$ cat config.mk
export PLATFORM = sky130hd
export DESIGN_NAME = wav_datapath
export DESIGN_NICKNAME = d
export VERILOG_FILES = /design/src/rtl/core/wav_pkg.sv /design/src/rtl/core/wav_datapath.sv
export SDC_FILE = /design/constraint.sdc
export NUM_CORES = 1
export LEC_CHECK = 0
export ABC_CLOCK_PERIOD_IN_PS = 14100
export BUFFER_PORTS_ARGS = -buffer_cell sky130_fd_sc_hd__buf_2
export CORE_UTILIZATION = 45
export CTS_CLUSTER_SIZE = 28
export DETAILED_ROUTE_END_ITERATION = 10
export GPL_TIMING_DRIVEN = 0
export HOLD_SLACK_MARGIN = 0.06
export SYNTH_ARGS = -nofsm -noshare
export SYNTH_HDL_FRONTEND = slang
export SYNTH_SLANG_ARGS = --single-unit
$ cat constraint.sdc
create_clock -name clock -period 14.1 [get_ports clock]
set_clock_uncertainty 0.2 [all_clocks]
set_input_delay 0 -clock clock [delete_from_list [all_inputs] [get_ports clock]]
set_output_delay 0 -clock clock [all_outputs]
set_load 0.02 [all_outputs]
$ cat src/rtl/core/wav_pkg.sv
// shared types and constants for the wav riff header parser
// no dependencies
package wav_pkg;

   typedef enum logic [2:0] {
      PH_IDLE,
      PH_HDR,
      PH_CHUNK,
      PH_FMT,
      PH_SKIP,
      PH_DIV,
      PH_OUT
   } phase_type;

   typedef enum logic [2:0] {
      ST_OK        = 3'd0,
      ST_BAD_MAGIC = 3'd1,
      ST_BAD_TAG   = 3'd2,
      ST_MISSING   = 3'd3,
      ST_ZERO_ALIGN = 3'd4,
      ST_ZERO_FRAMES = 3'd5
   } status_type;

   localparam logic [31:0] ID_FMT  = 32'h2074_6D66;
   localparam logic [31:0] ID_DATA = 32'h6174_6164;
   localparam logic [31:0] TAG_RIFF = 32'h4646_4952;
   localparam logic [31:0] TAG_WAVE = 32'h4556_4157;
   localparam logic [15:0] FMT_PCM = 16'h0001;
   localparam logic [15:0] FMT_EXT = 16'hFFFE;
   localparam logic [31:0] FMT_MIN = 32'd16;
   localparam int          DIV_STEPS = 32;

   // controller -> datapath
   typedef struct packed {
      logic       clear;      // restart on first byte
      logic       advance;    // count a non-first byte
      logic       hdr_byte;
      logic       chunk_byte;
      logic       fmt_byte;
      logic       skip_byte;
      logic       load_skip;  // load skip count from chunk length
      logic       fmt_skip;   // skip count minus the decoded 16 bytes
      logic       start_chunk;
      logic       div_start;
      logic       div_step;
   } cmd_type;

   // datapath -> controller
   typedef struct packed {
      logic       magic_bad_now;
      logic       sect_hdr_end;
      logic       sect_chunk_end;
      logic       sect_fmt_end;
      logic       is_fmt;
      logic       is_data;
      logic       tag_ok;
      logic       have_fmt;
      logic       skip_zero_next;
      logic       align_zero;
      logic       div_done;
      logic       frames_zero;
   } stat_type;

endpackage

$ cat src/rtl/core/wav_datapath.sv
// datapath: header byte gathering, fmt fields, skip counter and frame divider
// depends on wav_pkg
module wav_datapath (
   input  logic            clock,
   input  logic            reset,
   input  logic            csr_we,
   input  logic [31:0]     csr_wdata,
   input  logic [7:0]      data_byte,
   input  wav_pkg::cmd_type cmd,
   output wav_pkg::stat_type stat,
   output logic [15:0]     o_channels,
   output logic [31:0]     o_rate,
   output logic [15:0]     o_align,
   output logic [15:0]     o_bits,
   output logic [31:0]     o_offset,
   output logic [31:0]     o_bytes,
   output logic [31:0]     o_frames,
   output logic            o_playable
);
   import wav_pkg::*;

   logic [31:0] fsize_ff;
   logic [31:0] pos_ff, pos_in;
   logic [3:0]  sect_ff, sect_in;
   logic [31:0] id_ff, id_in;
   logic [31:0] len_ff, len_in;
   logic [32:0] skip_ff, skip_in;
   logic        magic_ff, magic_in;
   logic        have_ff, have_in;
   logic [15:0] tag_ff, tag_in;
   logic [15:0] ch_ff, ch_in;
   logic [31:0] rate_ff, rate_in;
   logic [15:0] al_ff, al_in;
   logic [15:0] bits_ff, bits_in;
   logic [15:0] dalign_ff, dalign_in;
   logic [31:0] bytes_ff, bytes_in;
   logic [31:0] quo_ff, quo_in;
   logic [31:0] rem_ff, rem_in;
   logic [5:0]  cnt_ff, cnt_in;

   logic [3:0]  c;
   logic [7:0]  tag_byte;
   logic [32:0] skip_base;
   logic [32:0] skip_chunk;
   logic [31:0] offset;
   logic [31:0] avail;
   logic [15:0] der_align;
   logic [32:0] trial;
   logic [31:0] new_id;
   logic [31:0] new_len;

   // a first byte always counts as header byte zero
   assign c = cmd.clear ? 4'd0 : sect_ff;
   // data starts right after the header beat being taken now
   assign offset = pos_ff + 32'd2;
   assign avail = fsize_ff - offset;
   assign der_align = (al_ff != 16'd0) ? al_ff : 16'(ch_ff * {3'd0, bits_ff[15:3]});
   assign trial = {rem_ff, bytes_ff[31]} - {17'd0, dalign_ff};
   assign skip_base = {1'b0, len_ff} + {32'd0, len_ff[0]};

   always_comb begin
      case (c[1:0])
         2'd0:    tag_byte = (c[3]) ? TAG_WAVE[7:0]   : TAG_RIFF[7:0];
         2'd1:    tag_byte = (c[3]) ? TAG_WAVE[15:8]  : TAG_RIFF[15:8];
         2'd2:    tag_byte = (c[3]) ? TAG_WAVE[23:16] : TAG_RIFF[23:16];
         default: tag_byte = (c[3]) ? TAG_WAVE[31:24] : TAG_RIFF[31:24];
      endcase
   end

   always_comb begin
      new_id = id_ff;
      new_len = len_ff;
      case (c[2:0])
         3'd0: new_id[7:0]   = data_byte;
         3'd1: new_id[15:8]  = data_byte;
         3'd2: new_id[23:16] = data_byte;
         3'd3: new_id[31:24] = data_byte;
         3'd4: new_len[7:0]   = data_byte;
         3'd5: new_len[15:8]  = data_byte;
         3'd6: new_len[23:16] = data_byte;
         default: new_len[31:24] = data_byte;
      endcase
   end

   // skip length of a chunk whose size completes on this beat
   assign skip_chunk = {1'b0, new_len} + {32'd0, new_len[0]};

   always_comb begin
      pos_in = pos_ff;  sect_in = sect_ff;  id_in = id_ff;  len_in = len_ff;
      skip_in = skip_ff; magic_in = magic_ff; have_in = have_ff; tag_in = tag_ff;
      ch_in = ch_ff; rate_in = rate_ff; al_in = al_ff; bits_in = bits_ff;
      dalign_in = dalign_ff; bytes_in = bytes_ff; quo_in = quo_ff;
      rem_in = rem_ff; cnt_in = cnt_ff;
      if (cmd.clear) begin
         pos_in = '0; sect_in = '0; id_in = '0; len_in = '0; skip_in = '0;
         magic_in = 1'b0; have_in = 1'b0; tag_in = '0; ch_in = '0;
         rate_in = '0; al_in = '0; bits_in = '0;
      end
      if (cmd.advance) pos_in = pos_ff + 32'd1;
      if (cmd.hdr_byte) begin
         if ((c < 4'd4 || c >= 4'd8) && data_byte != tag_byte) magic_in = 1'b1;
         sect_in = c + 4'd1;
      end
      if (cmd.chunk_byte) begin
         id_in = new_id;
         len_in = new_len;
         sect_in = {1'b0, c[2:0] + 3'd1};
      end
      if (cmd.fmt_byte) begin
         case (c)
            4'd0:  tag_in[7:0]     = data_byte;
            4'd1:  tag_in[15:8]    = data_byte;
            4'd2:  ch_in[7:0]      = data_byte;
            4'd3:  ch_in[15:8]     = data_byte;
            4'd4:  rate_in[7:0]    = data_byte;
            4'd5:  rate_in[15:8]   = data_byte;
            4'd6:  rate_in[23:16]  = data_byte;
            4'd7:  rate_in[31:24]  = data_byte;
            4'd12: al_in[7:0]      = data_byte;
            4'd13: al_in[15:8]     = data_byte;
            4'd14: bits_in[7:0]    = data_byte;
            4'd15: bits_in[15:8]   = data_byte;
            default: ;
         endcase
         sect_in = c + 4'd1;
         if (c == 4'd15) have_in = 1'b1;
      end
      if (cmd.load_skip) begin
         skip_in = skip_chunk;
         sect_in = '0;
      end
      if (cmd.fmt_skip) skip_in = skip_base - 33'd16;
      if (cmd.skip_byte && skip_ff != 33'd0) skip_in = skip_ff - 33'd1;
      if (cmd.start_chunk) begin
         sect_in = '0; id_in = '0; len_in = '0;
      end
      if (cmd.div_start) begin
         dalign_in = der_align;
         bytes_in = new_len;
         if (fsize_ff != 32'd0 && offset < fsize_ff && new_len > avail) bytes_in = avail;
         quo_in = '0;
         rem_in = '0;
         cnt_in = '0;
      end
      if (cmd.div_step) begin
         // restoring division, one quotient bit per cycle, dividend shifts in msb first
         bytes_in = {bytes_ff[30:0], 1'b0};
         if (!trial[32]) begin
            rem_in = trial[31:0];
            quo_in = {quo_ff[30:0], 1'b1};
         end else begin
            rem_in = {rem_ff[30:0], bytes_ff[31]};
            quo_in = {quo_ff[30:0], 1'b0};
         end
         cnt_in = cnt_ff + 6'd1;
      end
   end

   always_ff @(posedge clock) begin
      if (reset) begin
         fsize_ff <= '0;
         pos_ff <= '0; sect_ff <= '0; id_ff <= '0; len_ff <= '0; skip_ff <= '0;
         magic_ff <= 1'b0; have_ff <= 1'b0; tag_ff <= '0; ch_ff <= '0;
         rate_ff <= '0; al_ff <= '0; bits_ff <= '0; cnt_ff <= '0;
      end else begin
         if (csr_we) fsize_ff <= csr_wdata;
         pos_ff <= pos_in; sect_ff <= sect_in; id_ff <= id_in; len_ff <= len_in;
         skip_ff <= skip_in; magic_ff <= magic_in; have_ff <= have_in;
         tag_ff <= tag_in; ch_ff <= ch_in; rate_ff <= rate_in; al_ff <= al_in;
         bits_ff <= bits_in; cnt_ff <= cnt_in;
      end
   end

   // divider operands need no reset
   logic [31:0] bytes_keep_ff;
   always_ff @(posedge clock) begin
      dalign_ff <= dalign_in;
      bytes_ff <= bytes_in;
      quo_ff <= quo_in;
      rem_ff <= rem_in;
      if (cmd.div_start) bytes_keep_ff <= bytes_in;
   end

   assign stat.magic_bad_now  = magic_in;
   assign stat.sect_hdr_end   = (c == 4'd11);
   assign stat.sect_chunk_end = (c[2:0] == 3'd7);
   assign stat.sect_fmt_end   = (c == 4'd15);
   assign stat.is_fmt         = (new_id == ID_FMT) && (new_len >= FMT_MIN);
   assign stat.is_data        = (new_id == ID_DATA);
   assign stat.tag_ok         = (tag_in == FMT_PCM) || (tag_in == FMT_EXT);
   assign stat.have_fmt       = have_ff;
   assign stat.skip_zero_next = (skip_in == 33'd0);
   assign stat.align_zero     = (der_align == 16'd0);
   assign stat.div_done       = (cnt_ff == 6'(DIV_STEPS));
   assign stat.frames_zero    = (quo_ff == 32'd0);

   assign o_channels = ch_ff;
   assign o_rate     = rate_ff;
   assign o_align    = dalign_ff;
   assign o_bits     = bits_ff;
   assign o_offset   = pos_ff + 32'd1;
   assign o_bytes    = bytes_keep_ff;
   assign o_frames   = quo_ff;
   assign o_playable = (bits_ff == 16'd16) && (ch_ff >= 16'd1) && (ch_ff <= 16'd8)
                       && ({1'b0, dalign_ff} == {ch_ff, 1'b0});
endmodule

* After elaboration in Yosys (flattened, before gate mapping)
Cells that the tools add are included.
W data, S select, Z words.
** Operators by class
- Reduce and logical (&&, ||, !) cells :: 25
- Multiplexer cells :: 64
- Shifts and indexed selects :: 0
- Bitwise logic cells :: 0
- Multiply operators :: 1
- Equality and inequality tests :: 29
- Order comparisons :: 7
- Divide/modulo/power cells :: 0
- Add/subtract/negate cells :: 11
** Operators with widths (number)
- $mux W32 :: 13
- $mux W8 :: 20
- $mux W16 :: 9
- $mux W33 :: 4
- $add A32 B1 Y33 :: 2
- $logic_not A33 Y1 :: 1
- $reduce_bool A33 Y1 :: 1
- $sub A33 B1 Y33 const B :: 1
- $sub A33 B16 Y33 :: 1
- $sub A33 B5 Y33 const B :: 1
- $add A32 B1 Y32 const B :: 1
- $add A32 B2 Y32 const B :: 1
- $eq A32 B30 Y1 const B :: 1
- $eq A32 B31 Y1 const B :: 1
- $ge A32 B5 Y1 const B :: 1
- $gt A32 B32 Y1 :: 1
- $logic_not A32 Y1 :: 1
- $lt A32 B32 Y1 :: 1
- $reduce_bool A32 Y1 :: 1
- $sub A32 B32 Y32 :: 1
- $eq A4 B4 Y1 const B :: 5
- $mux W4 :: 5
- $eq A16 B17 Y1 :: 1
- $eq A16 B1 Y1 const B :: 1
- other kinds (37) :: 62
** Storage, ports and cells
- Memories :: 0
- Register bits after elaboration :: 413
- RAM bits :: 0
- Word-level logic and storage cells :: 156
- Latch bits :: 0
- Memory bits (read-only) :: 0

* Logic depth before layout (Yosys ltp)
- Depth in word-level cells :: 9
- Mapped depth :: 30
- Gate-level depth less buffers :: 27

* Worst setup path after synthesis
Ideal clock, no wire load.
- Path kind :: flip-flop to flip-flop
- From :: register pos_ff[2]
- To :: register bytes_keep_ff[20], in the netlist o_bytes[20], data pin
- Setup time :: 273 ps
- Arrival :: 5837 ps
- Setup slack :: 7790 ps
- Data required time :: 13627 ps
- Cell stages (with the launch flop) :: 28
- Cell sequence :: dfxtp_1 -> ha_1 -> nand3_1 -> nor3_1 -> and3_1 -> nand3_1 -> nor2_1 -> xnor2_1 -> ha_1 -> a21oi_1 -> o21ai_0 -> a41oi_1 -> nor3b_1 -> a21oi_1 -> a311oi_1 -> o21bai_1 -> xnor2_1 -> ha_1 -> and4_1 -> nand2_1 -> nor2_1 -> nand2_1 -> o41a_1 -> o21ai_1 -> clkbuf_1 -> nor3_1 -> a211oi_1 -> o31ai_1
** Between the ends
- Cells in the longest elaborated chain, start to end :: 7
- Elaborated cells on any way between the ends :: 9
- Those cells by class :: add/sub: 2; order compare: 2; mux: 3; reduce/logical: 2
** Ends and longest elaborated chain
- from (decl) :: RTL line wav_datapath.sv:23 : logic [31:0] pos_ff, pos_in;
- from (signal assigned) :: RTL line wav_datapath.sv:167 : pos_ff <= pos_in; sect_ff <= sect_in; id_ff <= id_in; len_ff <= len_in;
- $add A32 B2 Y32 (*) :: RTL line wav_datapath.sv:55 : assign offset = pos_ff + 32'd2;
- $sub A32 B32 Y32 or $lt A32 B32 Y1 (tied branches) :: RTL line wav_datapath.sv:56, wav_datapath.sv:140
- $gt A32 B32 Y1 or $logic_and A1 B1 Y1 (tied branches) :: RTL line wav_datapath.sv:140 : if (fsize_ff != 32'd0 && offset < fsize_ff && new_len > avail) bytes_in = avail;
- $logic_and A1 B1 Y1 :: RTL line wav_datapath.sv:140
- $mux W32 (*) :: RTL line wav_datapath.sv:140
- $mux W32 (*) :: RTL line wav_datapath.sv:137 : if (cmd.div_start) begin
- $mux W32 (*) :: RTL line wav_datapath.sv:145 : if (cmd.div_step) begin
- named net bytes_in[20] :: RTL line wav_datapath.sv:36 : logic [31:0] bytes_ff, bytes_in;
- to (signal assigned) :: RTL line wav_datapath.sv:181 : if (cmd.div_start) bytes_keep_ff <= bytes_in;
- to (decl) :: RTL line wav_datapath.sv:175 : logic [31:0] bytes_keep_ff;
Mark *: on every way through the listed nets, which the timed path passes. The rest lies on a longest branch.
A chain may end at the register's enable or synchronous reset.

* Worst setup path after layout
- From :: register pos_ff[1]
- To :: register bytes_keep_ff[4], in the netlist o_bytes[4], data pin
The elaborated chain is that of the path after synthesis.

==> metrics.cfg <==
[synthesis]
synth_top_area_cell = dfxtp_1
synth_top_family_by_area = simple AND/OR/NAND/NOR gates
synthesis.nets = 3725
synth_top_cell_area_share = 0.210
ys_ff_latch = 413
synth_mux_area_frac = 0.0293
synth-compound-area-share = 0.147
ys_top_cells_by_count = 390 x nor2_1, 301 x dfxtp_1, 297 x nand2_1, 287 x a21oi_1, 198 x clkbuf_1
seq_area_frac_synth = 0.327
synth_flop_cell = dfxtp_1
syn-mean-instance-area_um2 = 8.31
syn_area_mm2 = 0.0287
synthXorXnorAreaFrac = 0.0677
synth_cells = 3456
synth_top_cells_by_area = dfxtp_1 21%, edfxtp_1 12%, fa_1 5.8%
synth_simple_gate_area_frac = 0.257
synth_edf_count = 112
ys_types = 93
synthMostInstantiatedCell = nor2_1
async_flop_share = 0
synthAdderAreaFrac = 0.115
yosys_warnings = 0

[final_layout]
top_register = skip_ff
finalNonFillerCells = 4715
largest_reg_flops = 33
layout.nets = 4099
syn_to_final_growth_pct = 16.7
drive_gt1_frac = 0.100

[global_routing]
antenna_found_initial = 2
overflow = 0
busiest_layer = met2
grt_max_degree = 51
grt_pass1_wl_um = 148000
met3_usage = 0.0355
track_usage = 0.295
grtUsageMet1 = 0.414
met2_usage = 0.470
grt_pass1_vias = 25100

[floorplanning]
die_w_um = 255
dieArea_mm2 = 0.0649
rows = 92
die_y_um = 255
start_util = 0.455
io_pins = 243
core_area_mm2 = 0.0631

[cts]
clockBufferDepth = 3
cts_made_buffers = 47
h-tree-depth = 2
clock_sinks = 413
clk_latency_ns = 0.60
cts.reportedPaths.clkPinSlew_ns = 0.07
cts_resized = 0
ctsRootBufferMaster = clkbuf_16
cts_tree = done

[timing]
setup_viol = 0
tns_ns = 0
fin_crit_ns = 8.47
finalCritPeriodShare = 0.601
hold_viol = 0
whs_ns = 0.0880
rsz0062_at_grt = false
worstMarginPinSlew_ns = 1.26
fmax_mhz = 118
maxSlewHeadroom = 0.163
drv_slew = 0

[worst_setup_path]
start_kind = flip-flop
worstPathMaxFanout = 10
worstPathRequired_ns = 14.20
cp-end-kind = flip-flop
crit_type = reg -> reg
cp_data_arrival_time_ns = 8.56

[detailed_routing]
post_drt_wl_per_cell_um = 20.7
viasPerCell = 5.72
first_iter_violations = 2228
drc = 0
drt_wl_total_um = 97400
ant_nets = 0
dr.pass1.iters = 7
vias = 27000

[outcome]
status = finished clean

[place]
place_inst = 4540
place_congestion = 0.964
dp_hpwl_um = 73100
portBuffers = 237

[job]
cap_viol_max_count = 0

[power_and_ir_drop]
ir_drop_mv = 0.0842
leakagePower_uw = 0.0139
power_density_mw_per_mm2 = 97.2

[hold_path]
hp-class = in -> reg

[per-stage QoR]
step,area [um^2],utilization,setup WS (ns),total power (uW)
floorplan,28700,-,7.79,1740
global placement,31000,0.491,5.76,1920
detailed placement,31000,0.491,5.87,1920
CTS,33500,0.531,5.83,3270
global route,33500,0.531,5.16,3390
finish,33500,0.531,5.63,3260
[power breakdown]
| group | internal [uW] | total, uW | switching [uW] |
|---|---|---|---|
| registers | 1290 | 1340 | 49.8 |
| logic | 220 | 588 | 367 |
| clock network | 797 | 1330 | 535 |
[repair_timing]
action | in CTS | in global routing
setup buffers | 0 | 0
hold buffers | 86 | 0
setup endpoints to repair | 0 | 0
hold endpoints to repair | 182 | 0
[layout make-up]
cell class / count / area [um^2]
fill: 6196 / 29600
antenna: 1 / 2.50
timing repair buffer: 325 / 2070
clock buffer: 59 / 1280
sequential: 413 / 9390
buffer: 239 / 950
tap: 846 / 1060
multi-input combinational: 2618 / 17700
inverter: 186 / 698
clock inverter: 28 / 378
[per-layer routing]
metal,up-vias,routed length (um)
li1,12900,-
met1,12900,44000
met2,989,44000
met3,164,6300
met4,2,3160
met5,-,13
[logic make-up after synthesis]
| group | count (synthesis) |
|---|---|
| AND/OR/NAND/NOR | 1428 |
| AO/OA/AOI/OAI | 671 |
| buffers and inverters | 425 |
| flip-flops | 413 |
| XOR/XNOR | 222 |
| adder cells (fa/ha/maj) | 215 |
| multiplexers | 82 |
[worst paths after layout]
check                  to  depth (start not counted)       from  slack [ns]
max            o_bytes[4]                         26  pos_ff[1]        5.63
min          fsize_ff[14]                          4     csr_we        0.09
max reg2reg    o_bytes[4]                         26  pos_ff[1]        5.63
min reg2reg      id_ff[7]                          2   id_ff[7]        0.26
[cell usage in the layout, fill, tap and decap left out, types with 19 or more instances in the layout]
cell / n
a211oi_1: 28
xnor2_1: 137
nor3b_1: 154
fa_1: 83
clkbuf_1: 206
a21oi_1: 287
or4_1: 23
a22oi_1: 22
nor3_1: 89
nor2b_1: 37
dlygate4sd3_1: 86
o21ai_0: 85
clkbuf_16: 49
ha_1: 132
buf_1: 19
nand2_1: 297
mux2i_1: 69
and2_1: 83
edfxtp_1: 112
o31ai_1: 32
nand4_1: 52
xor2_1: 85
dfxtp_1: 301
a31oi_1: 29
inv_1: 183
and3_1: 30
nor2_1: 390
nand3_1: 103
a21o_1: 49
buf_2: 252
nor4_1: 69
[critical path, stage by stage (launching register included)]
cell      delay, ns
dfxtp_1        0.48
ha_1           0.29
nand3_1        0.16
nor3_1         0.80
and3_1         0.40
nand3_1        0.17
nor2_1         0.23
xnor2_1        0.23
ha_1           0.39
a21oi_1        0.19
o21ai_0        0.15
a41oi_1        0.30
nor3b_1        0.29
a21oi_1        0.19
a311oi_1       0.30
o21bai_1       0.13
xnor2_1        0.44
ha_1           0.34
and4_1         0.22
a221oi_1       0.27
o31a_1         0.20
o31ai_1        0.08
o21ai_1        0.56
clkbuf_1       0.44
nor3_1         0.10
a211oi_1       0.43
o31ai_1        0.18
No activity file was read; power rests on OpenSTA's default activity.
