### config.mk
export PLATFORM = sky130hd
export DESIGN_NAME = wav_ctrl
export DESIGN_NICKNAME = d
export VERILOG_FILES = /design/src/rtl/core/wav_pkg.sv /design/src/rtl/core/wav_ctrl.sv
export SDC_FILE = /design/constraint.sdc
export NUM_CORES = 1
export LEC_CHECK = 0
export ABC_AREA = 1
export BUFFER_PORTS_ARGS = -buffer_cell sky130_fd_sc_hd__buf_2
export CORE_MARGIN = 2
export CORE_UTILIZATION = 51
export DETAILED_ROUTE_END_ITERATION = 6
export PLACE_DENSITY = 0.85
export SETUP_SLACK_MARGIN = 0.2
export SYNTH_ARGS = -nofsm -noshare
export SYNTH_HDL_FRONTEND = slang
export SYNTH_SLANG_ARGS = --single-unit
export TNS_END_PERCENT = 1
### constraint.sdc
create_clock -name clock -period 4.41 [get_ports clock]
set_clock_uncertainty 0.15 [all_clocks]
set_input_delay 1.323 -clock clock [delete_from_list [all_inputs] [get_ports clock]]
set_output_delay 1.323 -clock clock [all_outputs]
set_load 0.005 [all_outputs]
### src/rtl/core/wav_pkg.sv
// shared types and constants for the wav riff header parser
// no dependencies
package wav_pkg;

   typedef enum logic [2:0] {
      PH_IDLE,
      PH_HDR,
      PH_CHUNK,
      PH_FMT,
      PH_SKIP,
      PH_DIV,
      PH_OUT
   } phase_type;

   typedef enum logic [2:0] {
      ST_OK        = 3'd0,
      ST_BAD_MAGIC = 3'd1,
      ST_BAD_TAG   = 3'd2,
      ST_MISSING   = 3'd3,
      ST_ZERO_ALIGN = 3'd4,
      ST_ZERO_FRAMES = 3'd5
   } status_type;

   localparam logic [31:0] ID_FMT  = 32'h2074_6D66;
   localparam logic [31:0] ID_DATA = 32'h6174_6164;
   localparam logic [31:0] TAG_RIFF = 32'h4646_4952;
   localparam logic [31:0] TAG_WAVE = 32'h4556_4157;
   localparam logic [15:0] FMT_PCM = 16'h0001;
   localparam logic [15:0] FMT_EXT = 16'hFFFE;
   localparam logic [31:0] FMT_MIN = 32'd16;
   localparam int          DIV_STEPS = 32;

   // controller -> datapath
   typedef struct packed {
      logic       clear;      // restart on first byte
      logic       advance;    // count a non-first byte
      logic       hdr_byte;
      logic       chunk_byte;
      logic       fmt_byte;
      logic       skip_byte;
      logic       load_skip;  // load skip count from chunk length
      logic       fmt_skip;   // skip count minus the decoded 16 bytes
      logic       start_chunk;
      logic       div_start;
      logic       div_step;
   } cmd_type;

   // datapath -> controller
   typedef struct packed {
      logic       magic_bad_now;
      logic       sect_hdr_end;
      logic       sect_chunk_end;
      logic       sect_fmt_end;
      logic       is_fmt;
      logic       is_data;
      logic       tag_ok;
      logic       have_fmt;
      logic       skip_zero_next;
      logic       align_zero;
      logic       div_done;
      logic       frames_zero;
   } stat_type;

endpackage

### src/rtl/core/wav_ctrl.sv
// parser controller: phase sequencing, handshake and result register
// depends on wav_pkg
module wav_ctrl (
   input  logic             clock,
   input  logic             reset,
   input  logic             req_valid,
   output logic             req_ready,
   input  logic             req_first,
   input  logic             req_last,
   output logic             rsp_valid,
   input  logic             rsp_ready,
   output logic [2:0]       rsp_status,
   output logic             rsp_good,
   output wav_pkg::cmd_type cmd,
   input  wav_pkg::stat_type stat
);
   import wav_pkg::*;

   phase_type   phase_ff, phase_in;
   logic        valid_ff, valid_in;
   status_type  st_ff, st_in;
   logic        good_ff, good_in;
   logic        acc;
   logic        emit;
   status_type  emit_st;

   assign req_ready = (phase_ff != PH_DIV) && (phase_ff != PH_OUT) && !valid_ff;
   assign acc = req_valid && req_ready;

   always_comb begin
      phase_in = phase_ff;
      cmd = '0;
      emit = 1'b0;
      emit_st = ST_OK;
      good_in = good_ff;
      valid_in = valid_ff && !rsp_ready;
      st_in = st_ff;
      if (acc) begin
         if (req_first) begin
            cmd.clear = 1'b1;
            phase_in = PH_HDR;
         end else if (phase_ff != PH_IDLE) begin
            cmd.advance = 1'b1;
         end
         if (req_first || phase_ff != PH_IDLE) begin
            case (req_first ? PH_HDR : phase_ff)
               PH_HDR: begin
                  cmd.hdr_byte = 1'b1;
                  if (stat.sect_hdr_end && !req_first || stat.sect_hdr_end) begin
                     if (stat.magic_bad_now) begin
                        emit = 1'b1; emit_st = ST_BAD_MAGIC; phase_in = PH_IDLE;
                     end else begin
                        cmd.start_chunk = 1'b1; phase_in = PH_CHUNK;
                     end
                  end
               end
               PH_CHUNK: begin
                  cmd.chunk_byte = 1'b1;
                  if (stat.sect_chunk_end) begin
                     if (stat.is_fmt) begin
                        cmd.load_skip = 1'b1; phase_in = PH_FMT;
                     end else if (stat.is_data) begin
                        if (!stat.have_fmt) begin
                           emit = 1'b1; emit_st = ST_MISSING; phase_in = PH_IDLE;
                        end else if (stat.align_zero) begin
                           emit = 1'b1; emit_st = ST_ZERO_ALIGN; phase_in = PH_IDLE;
                        end else begin
                           cmd.div_start = 1'b1; phase_in = PH_DIV;
                        end
                     end else begin
                        cmd.load_skip = 1'b1;
                        phase_in = PH_SKIP;
                     end
                  end
               end
               PH_FMT: begin
                  cmd.fmt_byte = 1'b1;
                  if (stat.sect_fmt_end) begin
                     if (!stat.tag_ok) begin
                        emit = 1'b1; emit_st = ST_BAD_TAG; phase_in = PH_IDLE;
                     end else begin
                        cmd.fmt_skip = 1'b1; phase_in = PH_SKIP;
                     end
                  end
               end
               PH_SKIP: begin
                  cmd.skip_byte = 1'b1;
               end
               default: phase_in = PH_IDLE;
            endcase
            // an entered skip of length zero goes straight to the next chunk header
            if (phase_in == PH_SKIP && stat.skip_zero_next) begin
               cmd.start_chunk = 1'b1; phase_in = PH_CHUNK;
            end
            if (req_last && !emit && phase_in != PH_IDLE && phase_in != PH_DIV) begin
               emit = 1'b1;
               emit_st = (phase_in == PH_HDR) ? ST_BAD_MAGIC : ST_MISSING;
               phase_in = PH_IDLE;
            end
         end
      end
      if (phase_ff == PH_DIV) begin
         if (stat.div_done) begin
            phase_in = PH_OUT;
         end else begin
            cmd.div_step = 1'b1;
         end
      end
      if (phase_ff == PH_OUT && !valid_ff) begin
         valid_in = 1'b1;
         st_in = stat.frames_zero ? ST_ZERO_FRAMES : ST_OK;
         good_in = !stat.frames_zero;
         phase_in = PH_IDLE;
      end
      if (emit) begin
         valid_in = 1'b1;
         st_in = emit_st;
         good_in = 1'b0;
      end
   end

   always_ff @(posedge clock) begin
      if (reset) begin
         phase_ff <= PH_IDLE;
         valid_ff <= 1'b0;
         st_ff <= ST_OK;
         good_ff <= 1'b0;
      end else begin
         phase_ff <= phase_in;
         valid_ff <= valid_in;
         st_ff <= st_in;
         good_ff <= good_in;
      end
   end

   assign rsp_valid  = valid_ff;
   assign rsp_status = st_ff;
   assign rsp_good   = good_ff;
endmodule

* Word level (Yosys, flattened, before mapping)
Index checks and enable logic that the tools add are counted.
Widths: inputs -> output; s select.
** Storage, ports and cells
- Logic and storage cells :: 120
- Latch bits :: 0
- Input bits :: 18
- Register bits :: 8
- Memories kept :: 0
- Output and inout bits :: 17
- Memory bits (read-only) :: 0
- RAM bits :: 0
** Cells by class
- Muxes and demuxes :: 83
- Add/subtract/negate cells :: 0
- Reductions and logical operators :: 22
- Shift operators :: 0
- Bitwise operators :: 0
- Multiply operators :: 0
- Divide/modulo/power cells :: 0
- $lt $le $gt $ge :: 0
- Eq/ne operators :: 11
** Operator list (number)
- $mux 3 :: 30
- $mux 1 :: 44
- $eq 3x3->1 const B :: 4
- $pmux 3 s4 :: 1
- $logic_and 1x1->1 :: 10
- $mux 10 :: 1
- $ne 3x3->1 const B :: 3
- $pmux 3 s3 :: 1
- $mux 2 :: 4
- $mux 8 :: 1
- $eq 3x1->1 const B :: 2
- $eq 3x2->1 const B :: 2
- $reduce_bool 3->1 :: 2
- $logic_not 1->1 :: 5
- $reduce_or 2->1 :: 2
- $pmux 1 s3 :: 1
- $logic_or 1x1->1 :: 2
- $reduce_bool 2->1 :: 1

* Logic depth before layout (Yosys ltp)
Gate-level depths: netlist of the first run.
- Depth after elaboration :: 21
- Gate-level depth with buffers :: 13
- Mapped depth without buffers :: 13

* Least setup slack after synthesis of the first run
OpenSTA, ideal clock, no wires.
- Path type :: input to output
- Start :: input req_first
- End :: output cmd[2] (netlist name)
- Required time :: 2937 ps
- Stages on the path :: 7
- Slack :: 820 ps
- Data arrival time :: 2117 ps
- Path buffers :: 0
- Cells stage by stage :: inv_2 nand2_4 nor2_4 nand3_2 nand3_2 nand3_1 a21oi_1
** RTL lines
- start: declaration :: line wav_ctrl.sv:8 : input logic req_first,
- end: declaration :: line wav_ctrl.sv:14 : output wav_pkg::cmd_type cmd,

==> key figures, run 1 <==
Status
  – Status: finished clean

Worst setup path
  – Crit end category: output pin
  – Arrival @ worst endpoint: 2.47 ns
  – Path type of the worst setup path: primary input to output pin
  – Highest fanout seen on the critical path: 7
  – CP Data Required Time: between 2 and 3 ns
  – Startpoint kind of the worst setup timing path: primary input

Timing
  – Worst setup margin: ~0.47 ns
  – Unrepaired setup endpoints after global routing: false
  – Count of final max-slew check failures: 0
  – Ratio of final minimum period to clock period: about nine tenths
  – Final hold violation count: 0
  – Fin crit period: approximately 3.9 ns
  – Final setup TNS: 0 ns
  – Relative max-transition margin: 74.8%
  – Setup violations, final: 0
  – Fmax: around 250 MHz
  – Worst slew pin tran: around 0.38 ns
  – Worst hold margin: 0.332 ns

Global route
  – Antenna violations before repair: 0
  – Largest net degree at the start of global routing: 13
  – Vias in the first global route: 902
  – Remaining Overflow, GRT: 0
  – Global-route wire length before repair: 3.62 mm
  – All-layer global routing usage: approximately a quarter

Final layout
  – Fraction of final layout cells sized beyond drive strength 1: between 40% and 50%
  – Final Util: between 60 and 70%
  – Post-route insts no fill: between 150 and 200
  – Syn-to-layout area delta: 22.2%
  – Diodes inserted: 0
  – # nets final: 181
  – Count of fill cells added during filler insertion: 151

Power
  – NetSw: roughly 0.06 mW
  – Proportion of total power due to net switching: between 30% and 40%
  – Clock network power share: between 20% and 30%
  – Gate power share: ~29%
  – Cell-internal power: around 0.13 mW
  – Leakage: between 0.5 and 0.6 nW
  – Total power per unit cell area: roughly 180 nW/um^2
  – Maximum VDD drop: roughly 0.16 mV
  – Reg power frac: around 41%

Synth
  – Post-synthesis net count: between 100 and 150
  – Share of synthesized flip-flops with an asynchronous set or reset: 0%
  – Mapped Avg Cell Area: slightly below 7 um^2
  – Synth unique cells: 23
  – Cell area after technology mapping: about 860 um^2
  – Post-synth EDFFs: 0
  – Number of storage elements in the synthesis netlist: 8
  – Sequential area share after synthesis: 18.7%
  – Number of warnings printed during yosys synthesis: 0
  – Main flop type after synthesis: sky130_fd_sc_hd__dfxtp_1
  – Cells after synthesis: between 100 and 150

Floorplanning
  – Chip Width: between 40 and 50 um
  – I/O pin count: 35
  – Height of the chip: 45.0 um
  – Core region area: between 1500 and 2000 um^2
  – Die area: between 2000 and 2500 um^2
  – Std-Cell Rows: 14
  – Effective utilization at floorplan: between 50% and 60%

Place
  – Number of port buffers: 34
  – Detail Placement HPWL: 1.69 mm
  – Pre-CTS setup slack: approximately 0.5 ns
  – Routability Congestion: about 0.85
  – Total instance count after detailed placement: about 170

Routing
  – DR DRC count: 0
  – DR WL/cell: about 11 um
  – Routed wire length: between 2 and 2.5 mm
  – Via density per instance: ~5.4
  – Number of nets still failing antenna checks after routing: 0
  – Detailed-route via count: ~950
  – DRC marker count from the first detailed-route iteration: 12
  – First drt pass iteration count: 4

Clock tree
  – CTS sink cnt: 8
  – CTS-repair resized insts: 0
  – TritonCTS clock tree: yes
  – Maximum count of clock buffers along a single path: 2
  – CTS root buf: sky130_fd_sc_hd__clkbuf_4
  – H-Tree Depth: 1
  – CTS clk-pin slew, worst paths: 0.05 ns
  – Hold-fix buffers, CTS: 0
  – Later-pin clock latency in the skew report: about 0.25 ns
  – CTS Buf Count: 3
  – Number of buffers added for setup after CTS: 0

Worst hold path
  – Tightest Hold Check Type: flip-flop to flip-flop

Job
  – Number of max-cap violations: 0
-- logic make-up (layout without fill, tap and decap cells) --
family	Yosys count	after routing	synth area share, %
AO/OA/AOI/OAI	15	15	9.78
buffers and inverters	26	61	13.1
flip-flops	8	8	18.7
AND/OR/NAND/NOR	77	77	58.4
-- placed cells by master (no fill, tap or decap) --
cell and n:
sky130_fd_sc_hd__or2_2 1, sky130_fd_sc_hd__nor2_1 13, sky130_fd_sc_hd__inv_1 18, sky130_fd_sc_hd__nor3_2 4, sky130_fd_sc_hd__nand3_4 4, sky130_fd_sc_hd__inv_2 6
sky130_fd_sc_hd__nor2_4 3, sky130_fd_sc_hd__nand3_1 12, sky130_fd_sc_hd__nand3_2 5, sky130_fd_sc_hd__a21oi_1 11, sky130_fd_sc_hd__nand4_1 5, sky130_fd_sc_hd__a31oi_1 2
sky130_fd_sc_hd__nand2_2 2, sky130_fd_sc_hd__dfxtp_1 8, sky130_fd_sc_hd__nor4_1 3, sky130_fd_sc_hd__o21ai_2 1, sky130_fd_sc_hd__and2_1 1, sky130_fd_sc_hd__nor3_1 4
sky130_fd_sc_hd__a211oi_1 1, sky130_fd_sc_hd__buf_2 34, sky130_fd_sc_hd__nand2_4 3, sky130_fd_sc_hd__clkbuf_4 3, sky130_fd_sc_hd__nand2_1 15, sky130_fd_sc_hd__nor2_2 2
-- final cells by class --
type,instances,area [um^2],area share (%)
clock buffer,3,22.5,2.15
inverter,24,90.1,8.60
multi-input combinational,92,584,55.8
sequential,8,160,15.3
tap,16,20.0,1.91
timing repair buffer,34,170,16.2
-- cells in the mapped netlist (all sizes together), types with 2 or more instances --
library cell,n,area (um^2)
nor3,8,60.1
nor4,3,18.8
nand3,21,180
nor2,18,95.1
nand2,20,103
a31oi,2,12.5
buf,2,22.5
inv,24,90.1
dfxtp,8,160
a21oi,11,55.1
nand4,5,31.3
-- power groups by stage --
| stage | Clock (mW) | Sequential [mW] | Combinational [mW] |
|---|---|---|---|
| finish | 0.0555 | 0.0764 | 0.0542 |
| floorplan | 0 | 0.0779 | 0.0380 |
| global route | 0.0596 | 0.0765 | 0.0610 |
| CTS | 0.0578 | 0.0763 | 0.0544 |
| global placement | 0 | 0.0778 | 0.0529 |
| detailed placement | 0 | 0.0778 | 0.0542 |
-- critical path: stages --
cell and delay [ns]:
sky130_fd_sc_hd__buf_2 0.11, sky130_fd_sc_hd__inv_2 0.09, sky130_fd_sc_hd__nand2_4 0.10, sky130_fd_sc_hd__nor2_4 0.21, sky130_fd_sc_hd__nand3_2 0.10, sky130_fd_sc_hd__nand3_2 0.12
sky130_fd_sc_hd__nand3_1 0.13, sky130_fd_sc_hd__a21oi_1 0.15, sky130_fd_sc_hd__buf_2 0.13
-- final timing paths --
kind	from	end	slack, ns	cells past startpoint
setup reg to reg	phase_ff[2]	phase_ff[1]	2.51	7
hold reg to reg	rsp_status[1]	rsp_status[1]	0.33	2
setup / recovery	req_first	cmd[2]	0.47	9
hold / removal	rsp_status[1]	rsp_status[1]	0.33	2
-- metrics by stage --
| stage | power, mW | area [um^2] |
|---|---|---|
| after floorplan | 0.116 | 857 |
| after global placement | 0.131 | 1020 |
| after detailed placement | 0.132 | 1020 |
| after CTS | 0.188 | 1050 |
| after global routing | 0.197 | 1050 |
| final | 0.186 | 1050 |
-- flip-flops by register name, indices dropped and copies added, names as in the netlist --
signal / cells
rsp_status: 3
rsp_valid: 1
phase_ff: 3
rsp_good: 1
-- routing by layer --
| layer | vias to the layer above | global-route usage, % | routed length, um |
|---|---|---|---|
| li1 | 489 | - | - |
| met1 | 422 | 29.2 | 908 |
| met2 | 30 | 40.6 | 959 |
| met3 | 6 | 2.00 | 104 |
| met4 | 0 | 12.4 | 40 |
| met5 | - | 0 | 0 |
Note: power is estimated with default switching activity, not from simulation.
==> inputs of run 2 (changes only) <==
--- a/config.mk
+++ b/config.mk
@@ -7,10 +7,13 @@
 export LEC_CHECK = 0
 export ABC_AREA = 1
 export BUFFER_PORTS_ARGS = -buffer_cell sky130_fd_sc_hd__buf_2
+export CELL_PAD_IN_SITES_DETAIL_PLACEMENT = 0
+export CELL_PAD_IN_SITES_GLOBAL_PLACEMENT = 1
+export CORE_ASPECT_RATIO = 0.7
 export CORE_MARGIN = 2
-export CORE_UTILIZATION = 51
+export CORE_UTILIZATION = 34
 export DETAILED_ROUTE_END_ITERATION = 6
-export PLACE_DENSITY = 0.85
+export PLACE_DENSITY = 0.83
 export SETUP_SLACK_MARGIN = 0.2
 export SYNTH_ARGS = -nofsm -noshare
 export SYNTH_HDL_FRONTEND = slang
==> run 2 against run 1 <==
  * Fmax increased by 0.17%
  * Register-to-register slack about the same
  * Largest power group unchanged
  * Critical path type unchanged
  * Setup slack improved by 0.0068 ns
  * Non-clock buffer count unchanged
  * Critical path depth unchanged
  * Via count decreased by 2.5%
==> key figures, run 2 (synthesis results as in run 1) <==
Status
  – Status: finished clean (unchanged)

Routing
  – DR DRC count: 0 (unchanged)
  – Detailed-route via count: 923 (was 947)
  – Number of nets still failing antenna checks after routing: 0 (unchanged)
  – DR WL/cell: 11.1 um (was 11.4 um)
  – DRC marker count from the first detailed-route iteration: 25 (was 12)
  – Routed wire length: 2.16 mm (was 2.01 mm)
  – Via density per instance: 4.73 (was 5.35)
  – First drt pass iteration count: 4 (unchanged)

Global route
  – Met3 Resource Use GR: 3.47% (was 2.00%)
  – Antenna violations before repair: 0 (unchanged)
  – All-layer global routing usage: 15.7% (was 23.7%)
  – Met1 layer usage reported by global route: 22.2% (was 29.2%)
  – Met2 GRT Util: 25.0% (was 40.6%)
  – Largest net degree at the start of global routing: 13 (unchanged)
  – Vias in the first global route: 820 (was 902)
  – Global-route wire length before repair: 3.57 mm (was 3.62 mm)
  – Remaining Overflow, GRT: 0 (unchanged)
  – Busiest metal layer after global routing: met2 (unchanged)

Timing
  – Worst hold margin: 0.323 ns (was 0.332 ns)
  – Fmax: 254 MHz (about the same)
  – Ratio of final minimum period to clock period: 89.2% (was 89.4%)
  – Count of final max-slew check failures: 0 (unchanged)
  – Relative max-transition margin: 72.6% (was 74.8%)
  – Final hold violation count: 0 (unchanged)
  – Worst slew pin tran: 0.412 ns (was 0.378 ns)
  – Setup violations, final: 0 (unchanged)
  – Fin crit period: 3.93 ns (was 3.94 ns)
  – Final setup TNS: 0 ns (unchanged)
  – Unrepaired setup endpoints after global routing: false (unchanged)

Worst setup path
  – Minimum setup slack among reg-to-reg paths: 2.51 ns (about the same)
  – CP Data Required Time: 2.94 ns (about the same)
  – Path type of the worst setup path: primary input to output pin (unchanged)
  – Startpoint kind of the worst setup timing path: primary input (unchanged)
  – Crit end category: output pin (unchanged)
  – Highest fanout seen on the critical path: 7 (unchanged)
  – Worst Reg-to-Reg Cells: 7 (unchanged)
  – Arrival @ worst endpoint: 2.46 ns (was 2.47 ns)

Floorplanning
  – Std-Cell Rows: 15 (was 14)
  – Effective utilization at floorplan: 35.4% (was 55.6%)
  – Die area: 2940 um^2 (was 2020 um^2)
  – Height of the chip: 46.0 um (was 45.0 um)
  – Chip Width: 64.0 um (was 45.0 um)
  – Core region area: 2420 um^2 (was 1540 um^2)
  – I/O pin count: 35 (unchanged)

Final layout
  – Syn-to-layout area delta: 24.8% (was 22.2%)
  – Diodes inserted: 0 (unchanged)
  – Commonest non-fill, non-tap cell in the layout: sky130_fd_sc_hd__buf_2 (unchanged)
  – Final Util: 44.2% (was 67.9%)
  – # nets final: 181 (unchanged)
  – Fraction of final layout cells sized beyond drive strength 1: 42.2% (unchanged)
  – Commonest non-fill, non-tap cells in the layout: sky130_fd_sc_hd__buf_2 (34), sky130_fd_sc_hd__inv_1 (18), sky130_fd_sc_hd__nand2_1 (15), sky130_fd_sc_hd__nor2_1 (13), sky130_fd_sc_hd__nand3_1 (12) (unchanged)

Clock tree
  – CTS Buf Count: 3 (unchanged)
  – H-Tree Depth: 1 (unchanged)
  – CTS sink cnt: 8 (unchanged)
  – CTS root buf: sky130_fd_sc_hd__clkbuf_4 (unchanged)
  – CTS clk-pin slew, worst paths: 0.05 ns (about the same)
  – TritonCTS clock tree: yes (unchanged)
  – Hold-fix buffers, CTS: 0 (unchanged)
  – Maximum count of clock buffers along a single path: 2 (unchanged)
  – Later-pin clock latency in the skew report: 0.25 ns (about the same)
  – CTS-repair resized insts: 0 (unchanged)
  – Number of buffers added for setup after CTS: 0 (unchanged)

Power
  – Total power per unit cell area: 175 nW/um^2 (was 178 nW/um^2)
  – Leakage: 0.541 nW (unchanged)
  – Maximum VDD drop: 0.100 mV (was 0.163 mV)

Job
  – Number of max-cap violations: 0 (unchanged)

Worst hold path
  – Worst hold stages: 2 (unchanged)
  – Tightest Hold Check Type: flip-flop to flip-flop (unchanged)

Place
  – Routability Congestion: 0.936 (was 0.855)
  – Detail Placement HPWL: 1.81 mm (was 1.69 mm)
  – Number of port buffers: 34 (unchanged)
==> run 2: cell counts in the layout (fill, tap and decap cells not counted) <==
Identical to the previous run, type by type.
==> run 2: where the power goes <==
| part | switching [mW] | leakage (nW) | internal (mW) |
|---|---|---|---|
| registers | 0.00170 | 0.0649 | 0.0746 |
| logic | 0.0340 | 0.463 | 0.0205 |
| clock network | 0.0250 | 0.0138 | 0.0312 |
| total | 0.0608 | 0.541 | 0.126 |
==> run 2: metrics by stage <==
step | area (um^2) | cells | setup WS (ns) | power, mW
4_1_cts | 1070 | 195 | 0.472 | 0.192
3_3_place_gp | 1050 | 192 | 0.485 | 0.132
3_5_place_dp | 1050 | 192 | 0.471 | 0.133
2_1_floorplan | 857 | 126 | 0.820 | 0.116
6_report | 1070 | 195 | 0.475 | 0.187
5_1_grt | 1070 | 195 | 0.359 | 0.202
==> run 2: final timing paths <==
kind                 start       endpoint
max              req_first         cmd[2]
min          rsp_status[0]  rsp_status[0]
max reg2reg    phase_ff[2]    phase_ff[1]
min reg2reg  rsp_status[0]  rsp_status[0]
==> run 2: worst max-delay path: stages <==
cell	delay, ns
sky130_fd_sc_hd__buf_2	0.11
sky130_fd_sc_hd__inv_2	0.09
sky130_fd_sc_hd__nand2_4	0.10
sky130_fd_sc_hd__nor2_4	0.21
sky130_fd_sc_hd__nand3_2	0.09
sky130_fd_sc_hd__nand3_2	0.12
sky130_fd_sc_hd__nand3_1	0.14
sky130_fd_sc_hd__a21oi_1	0.14
sky130_fd_sc_hd__buf_2	0.13
==> run 2: layer usage <==
layer  vias up  wire length (um)
met1       403              1090
met4         0                 0
met5         -                 0
met2        23               943
li1        497                 -
met3         0               122
==> run 2: cell type report <==
cell class / instances / area (um^2)
flip-flops and latches: 8 / 160
inverters: 24 / 90.1
repair buffers: 34 / 170
well taps: 34 / 42.5
multi-input cells: 92 / 584
clock buffers: 3 / 22.5
fillers: 266 / 1350
